==> src/rtl/assert_macros.svh <==
// Assertion macros shared by the RTL of the septet stream unpacker.
// Every macro samples on clk and is disabled while rst_n is low.
`ifndef ASSERT_MACROS_SVH
`define ASSERT_MACROS_SVH

// Condition holds on every clock edge out of reset.
`define ASSERT_ALWAYS(lbl, cond) \
  lbl: assert property (@(posedge clk) disable iff (!rst_n) (cond)) \
    else $error("assertion failed");

// Consequent holds in the same cycle as the antecedent.
`define ASSERT_IMPLIES(lbl, ante, cons) \
  lbl: assert property (@(posedge clk) disable iff (!rst_n) (ante) |-> (cons)) \
    else $error("assertion failed");

// Consequent holds in the cycle after the antecedent.
`define ASSERT_NEXT(lbl, ante, cons) \
  lbl: assert property (@(posedge clk) disable iff (!rst_n) (ante) |=> (cons)) \
    else $error("assertion failed");

`endif

==> src/rtl/ssu_pkg.sv <==
// Package for the septet stream unpacker: item types, widths and register indexes.
// No dependencies; used by septet_stream_unpacker_core.
`timescale 1ns / 1ps
`default_nettype none

package ssu_pkg;

  localparam int OctetW    = 8;
  localparam int SeptetW   = 7;
  localparam int ShiftW    = 3;
  localparam int CharCntW  = 10;
  localparam int CfgIdxW   = 1;
  localparam int CfgDataW  = 10;

  // Result queue sizing: one item can push up to two results.
  localparam int QDepth    = 4;
  localparam int QPtrW     = 2;
  localparam int QCntW     = 3;

  // Register indexes of the configuration port.
  localparam logic [CfgIdxW-1:0] RegStartOffset = 1'b0;
  localparam logic [CfgIdxW-1:0] RegMaxChars    = 1'b1;

  // Register reset values.
  localparam logic [ShiftW-1:0]   StartOffsetRst = 3'd0;
  localparam logic [CharCntW-1:0] MaxCharsRst    = 10'd160;

  // Shift count used for an aligned septet.
  localparam logic [ShiftW-1:0]   FullShift      = 3'd7;

  typedef struct packed {
    logic [OctetW-1:0] octet;
    logic              last_octet;
  } in_t;

  typedef struct packed {
    logic [SeptetW-1:0] septet;
    logic               last_char;
  } out_t;

endpackage

`default_nettype wire

==> src/rtl/septet_stream_unpacker_core.sv <==
// Top level of the septet stream unpacker: unpacking datapath and result queue.
// Depends on ssu_pkg and assert_macros.svh.
`timescale 1ns / 1ps
`default_nettype none

// Takes one packed octet per cycle while in_ready is high and produces 7-bit
// characters. Each accepted octet is unpacked in the cycle it is accepted and
// its results (none, one, or two after every seventh octet) are written into a
// four-entry result queue; the first result is offered on the next cycle. Input
// ready is high while the queue has room for two results, so with a free-running
// consumer the two results of a seventh octet can pause the input, the cost of the
// extra character on the single output port. Configuration writes are
// always taken; start_offset applies at the next message start, max_chars at
// once. The character limit drops the rest of a message until its last octet.
module septet_stream_unpacker_core (
  input  wire logic                          clk,
  input  wire logic                          rst_n,
  // Input channel
  input  wire logic                          in_valid,
  output logic                               in_ready,
  input  wire ssu_pkg::in_t                  in_data,
  // Result channel
  output logic                               out_valid,
  input  wire logic                          out_ready,
  output ssu_pkg::out_t                      out_data,
  // Configuration write channel
  input  wire logic                          cfg_valid,
  output logic                               cfg_ready,
  input  wire logic [ssu_pkg::CfgIdxW-1:0]   cfg_index,
  input  wire logic [ssu_pkg::CfgDataW-1:0]  cfg_wdata
);

  import ssu_pkg::*;

  `include "assert_macros.svh"

  // Configuration registers
  logic [ShiftW-1:0]   start_offset_r;
  logic [CharCntW-1:0] max_chars_r;

  // Message state
  logic [ShiftW-1:0]   shift_r,     shift_nxt;
  logic [SeptetW-1:0]  residue_r,   residue_nxt;
  logic                first_r,     first_nxt;
  logic [CharCntW-1:0] chars_r,     chars_nxt;
  logic                limit_r,     limit_nxt;

  // Result queue
  out_t                q_mem_r [QDepth];
  logic [QPtrW-1:0]    wr_ptr_r;
  logic [QPtrW-1:0]    rd_ptr_r;
  logic [QCntW-1:0]    count_r;

  // Datapath values
  logic                in_fire;
  logic                out_fire;
  logic [ShiftW-1:0]   bits;
  logic [OctetW+SeptetW-1:0] shifted;
  logic [SeptetW-1:0]  ch;
  logic [SeptetW-1:0]  rest;
  logic                emit0;
  logic [CharCntW-1:0] cnt1;
  logic [CharCntW-1:0] cnt2;
  logic [1:0]          push_n;
  out_t                ent0;
  out_t                ent1;
  logic [QPtrW-1:0]    wr_ptr_p1;

  assign in_fire   = in_valid && in_ready;
  assign out_fire  = out_valid && out_ready;
  assign cfg_ready = 1'b1;

  // Room for two results is required before an item is taken.
  assign in_ready  = (count_r <= QCntW'(QDepth - 2));
  assign out_valid = (count_r != '0);
  assign out_data  = q_mem_r[rd_ptr_r];

  // Configuration register writes.
  always_ff @(posedge clk) begin
    if (!rst_n) begin
      start_offset_r <= StartOffsetRst;
      max_chars_r    <= MaxCharsRst;
    end else if (cfg_valid && cfg_ready) begin
      case (cfg_index)
        RegStartOffset: start_offset_r <= cfg_wdata[ShiftW-1:0];
        RegMaxChars:    max_chars_r    <= cfg_wdata[CharCntW-1:0];
        default:        ;
      endcase
    end
  end

  // Unpack one octet: complete the pending character, keep the high bits
  // as the new residue, and emit the residue itself once it holds seven bits.
  always_comb begin
    shift_nxt   = shift_r;
    residue_nxt = residue_r;
    first_nxt   = first_r;
    chars_nxt   = chars_r;
    limit_nxt   = limit_r || (chars_r >= max_chars_r);
    push_n      = 2'd0;
    ent0        = '0;
    ent1        = '0;
    cnt2        = '0;

    if (first_r) begin
      bits = (start_offset_r != '0) ? start_offset_r : FullShift;
    end else begin
      bits = shift_r;
    end
    if (bits == '0) begin
      bits = FullShift;
    end

    // Low octet bits land above the residue bits; high bits are cut off.
    shifted = (OctetW+SeptetW)'(in_data.octet) << (FullShift - bits);
    ch      = shifted[SeptetW-1:0] | residue_r;
    rest    = SeptetW'(in_data.octet >> bits);
    emit0   = !first_r || (bits == FullShift);
    cnt1    = chars_r + CharCntW'(emit0);

    if (!limit_nxt) begin
      first_nxt = 1'b0;
      chars_nxt = cnt1;
      if (emit0) begin
        ent0.septet = ch;
        push_n      = 2'd1;
      end

      if (cnt1 >= max_chars_r) begin
        // Limit reached on the first character; flag it as the last one.
        limit_nxt      = 1'b1;
        ent0.last_char = emit0;
        shift_nxt      = bits;
        residue_nxt    = rest;
      end else if (bits == 3'd1) begin
        // Seventh octet: the residue is a whole character of its own.
        cnt2        = cnt1 + CharCntW'(1);
        chars_nxt   = cnt2;
        shift_nxt   = FullShift;
        residue_nxt = '0;
        if (emit0) begin
          ent1.septet    = rest;
          ent1.last_char = (cnt2 >= max_chars_r);
          push_n         = 2'd2;
        end else begin
          ent0.septet    = rest;
          ent0.last_char = (cnt2 >= max_chars_r);
          push_n         = 2'd1;
        end
        limit_nxt = (cnt2 >= max_chars_r);
      end else begin
        shift_nxt   = bits - ShiftW'(1);
        residue_nxt = rest;
      end
    end

    // The final octet flags its last result and restarts the message.
    if (in_data.last_octet) begin
      if (push_n == 2'd2) begin
        ent1.last_char = 1'b1;
      end else if (push_n == 2'd1) begin
        ent0.last_char = 1'b1;
      end
      shift_nxt   = FullShift;
      residue_nxt = '0;
      first_nxt   = 1'b1;
      chars_nxt   = '0;
      limit_nxt   = 1'b0;
    end
  end

  // Message state registers.
  always_ff @(posedge clk) begin
    if (!rst_n) begin
      shift_r   <= FullShift;
      residue_r <= '0;
      first_r   <= 1'b1;
      chars_r   <= '0;
      limit_r   <= 1'b0;
    end else if (in_fire) begin
      shift_r   <= shift_nxt;
      residue_r <= residue_nxt;
      first_r   <= first_nxt;
      chars_r   <= chars_nxt;
      limit_r   <= limit_nxt;
    end
  end

  // Result queue storage.
  assign wr_ptr_p1 = wr_ptr_r + QPtrW'(1);

  always_ff @(posedge clk) begin
    if (in_fire && (push_n != 2'd0)) begin
      q_mem_r[wr_ptr_r] <= ent0;
    end
    if (in_fire && (push_n == 2'd2)) begin
      q_mem_r[wr_ptr_p1] <= ent1;
    end
  end

  // Result queue pointers and fill count.
  always_ff @(posedge clk) begin
    if (!rst_n) begin
      wr_ptr_r <= '0;
      rd_ptr_r <= '0;
      count_r  <= '0;
    end else begin
      if (in_fire) begin
        wr_ptr_r <= wr_ptr_r + QPtrW'(push_n);
      end
      if (out_fire) begin
        rd_ptr_r <= rd_ptr_r + QPtrW'(1);
      end
      count_r <= count_r + QCntW'(in_fire ? push_n : 2'd0) - QCntW'(out_fire);
    end
  end

  // Checks on the queue and the unpacking state.
  `ASSERT_ALWAYS(a_queue_bound, count_r <= QCntW'(QDepth))
  `ASSERT_ALWAYS(a_shift_nonzero, shift_r != '0)
  `ASSERT_NEXT(a_limited_silent, in_fire && limit_r && !in_data.last_octet,
               count_r <= $past(count_r))
  `ASSERT_IMPLIES(a_first_clean, first_r, residue_r == '0 && chars_r == '0)

endmodule

`default_nettype wire
==> config.mk <==
export PLATFORM = sky130hd
export DESIGN_NAME = septet_stream_unpacker_core
export DESIGN_NICKNAME = d
export VERILOG_FILES = /design/src/rtl/ssu_pkg.sv /design/src/rtl/septet_stream_unpacker_core.sv
export VERILOG_INCLUDE_DIRS = /design/src /design/src/rtl
export SDC_FILE = /design/constraint.sdc
export NUM_CORES = 1
export LEC_CHECK = 0
export BUFFER_PORTS_ARGS = -buffer_cell sky130_fd_sc_hd__buf_2
export CORE_ASPECT_RATIO = 0.9
export CORE_MARGIN = 2
export CORE_UTILIZATION = 62
export DETAILED_ROUTE_END_ITERATION = 10
export PLACE_DENSITY = 0.9
export SLEW_MARGIN = 20
export SYNTH_ARGS = -nofsm -noshare
export SYNTH_HDL_FRONTEND = slang
export SYNTH_SLANG_ARGS = --single-unit
==> constraint.sdc <==
create_clock -name clk -period 8.21 [get_ports clk]
set_input_delay 1.642 -clock clk [delete_from_list [all_inputs] [get_ports clk]]
set_output_delay 1.642 -clock clk [all_outputs]
set_load 0.05 [all_outputs]
==> results.toml <==
[yosys]
ys_ff_latch = 76
synth_cell_types = 73
synth.largest_area_cell = "edfxtp_1"
synthesis.nets = 621
syn_area_per_cell_um2 = 9.59
ys.flop_type = "dfxtp_1"
ys_seq_area_share_pct = 34.7
synth_edf_count = 32
syn_inst = 554
async_reset_ff_share_pct = 0
synth_area_um2 = 5310
yosysWarnings = 0
yosysTopAreaCellShare_pct = 18.1
synthTopCellsByArea = "edfxtp_1 (18%), dfxtp_1 (17%), ha_1 (9.7%), mux2i_1 (9.4%), nand2_1 (4.5%)"

[critical_path]
cp.required_ps = 8420
critPathArrivalTime_ps = 7180
crit_type = "flip-flop to flip-flop"
start_kind = "flip-flop"
cpMaxStageDelayCell = "dfxtp_1"
worstPathMaxFanout = 25
critPathBufInv = 4
crit_top_cell = "ha_1"
path_delay_family = "adder cells"
slowest_delay_ps = 870
worst_setup_path_end_kind = "flip-flop"
rrSetupSlack_ps = 1230

[floorplanning]
ios = 36
initial_core_util_pct = 62.9
dieHeight_um = 91.8
rows = 32
coreArea_um2 = 8450
die_area_um2 = 9330
fp.dieW_um = 102

[drt]
via_count = 4534
wire_per_inst_um = 18.5
routed_wl_um = 13000
post_drt_via_cell_ratio = 6.46
ant_nets = 0
drt_iter0_markers = 522
dr.pass1.iters = 5
drc_errors = 0

[global_routing]
gr-total-overflow = 0
grt_pass1_vias = 4411
grt.met1_usage_pct = 39.3
grt_usage_pct = 29.0
antenna_found_initial = 0
grt_pass1_wl_um = 21300
busiest_layer = "met2"
grt_max_degree = 31
use_met2_pct = 43.9
grt_util_met3_pct = 7.70

[place]
hpwl_um = 9600
portBuffers = 34
placed_area_um2 = 5530
gp_congestion = 0.950
dp_cells = 686
pre_cts_ws_ps = 1440

[finish]
syn_to_final_growth_pct = 7.35
fill_cells = 672
drive_gt1_share_pct = 13.4
num_antenna_cells = 0
final_common_cell = "nand2_1"
mostFrequentLayoutCells = "nand2_1 (63), mux2i_1 (50), dfxtp_1 (44)"
nets = 645
final_cell_area_um2 = 5700
post-route-util_pct = 67.5
stdcell_count = 702

[power]
vdd_drop_max_v = 0.000195
finalPower_mw = 1.22
leakage_nw = 2.30
power_density_nw_per_um2 = 214

[clocking]
path_clk_slew_ps = 90
cts_buffer_depth = 2
post_cts_buffers = 0
cts_made_buffers = 9
htree_levels = 3
clockRootBuffer = "clkbuf_8"
numClockSinks = 76
cts_hold_buf = 0
cts_resized = 0
cts_tree = "yes"
clock_latency_ps = 370

[status]
status = "complete, no violations"

[sta]
skew_ps = 14.8
relSlewSlack_pct = 34.5
rsz0062_at_grt = "false"
slew_violations = 0
worst_pin_slew_ps = 973
finalWorstSetupSlack_ps = 1230
setup_viol = 0
hold_viol_final = 0
final.min_clock_period_ps = 6980
whs_ps = 456
fin_crit_sh_pct = 85.0
fmax_mhz = 143
fin_setup_tns_ps = 0

[flow_run]
drv_cap = 0

[hold_path]
min_path_type = "flip-flop to flip-flop"
sequential cells by signal, summed over array words and instances, names as in the netlist, named ones only:
register,flops
shift_r,3
count_r,3
residue_r,7
start_offset_r,3
max_chars_r,10
limit_r,1
rd_ptr_r,2
chars_r,10
q_mem_r,32
wr_ptr_r,2
first_r,1
worst reg2reg max path, delay by kind of cell (launching register included):
| kind | cells | cell delay (ps) |
|---|---|---|
| xor gates and xnor gates | 3 | 780 |
| buffers and inverters | 4 | 410 |
| AOI/OAI and AO/OA | 6 | 1760 |
| adders and majority gates | 7 | 1760 |
| DFF | 1 | 870 |
| and+or+nand+nor | 9 | 1240 |
where the power goes:
group          switching, mW  total, mW  internal, mW
Sequential            0.0402      0.486         0.445
Clock                  0.152      0.263         0.111
Combinational          0.299      0.471         0.172
synth_stat cells, types with 11 or more instances:
library cell  number
nand2_1           63
a21oi_1           25
clkbuf_1          11
inv_1             26
o21ai_0           13
mux2i_1           50
ha_1              41
dfxtp_1           44
nand3_1           11
edfxtp_1          32
nor2_1            37
xnor2_1           18
final timing paths:
path                        from        endpoint  cells after the start
setup / recovery         first_r      count_r[2]                     29
hold reg to reg   max_chars_r[3]  max_chars_r[3]                      2
setup reg to reg         first_r      count_r[2]                     29
hold / removal    max_chars_r[3]  max_chars_r[3]                      2
logic make-up (layout without fill, tap and decap cells):
family | count (synthesis) | count (layout) | share of synthesized area (%)
AO/OA/AOI/OAI | 125 | 125 | 17.1
XOR/XNOR | 28 | 28 | 4.61
adder cells (fa/ha/maj) | 42 | 42 | 10.0
buffers and inverters | 51 | 80 | 4.45
flip-flops | 76 | 76 | 34.7
multiplexers | 59 | 59 | 13.2
other | 1 | 1 | 0.0706
AND/OR/NAND/NOR | 172 | 172 | 15.8
layout make-up:
type | instances | area, um2 | area share, %
multi-input combinational | 427 | 3240 | 56.7
sequential | 76 | 1840 | 32.3
timing repair buffer | 36 | 185 | 3.25
tap | 119 | 149 | 2.61
clock buffer | 9 | 124 | 2.17
inverter | 28 | 118 | 2.06
clock inverter | 7 | 51.3 | 0.899
metal layers:
metal  part of all wire (%)  wire length, um  vias up
met3                    9.7             1260       36
met4                    2.4              310        0
met5                      0                0        -
li1                       -                -     2102
met1                     42             5490     2145
met2                     46             5910      251
No activity file was read; power rests on OpenSTA's default activity.
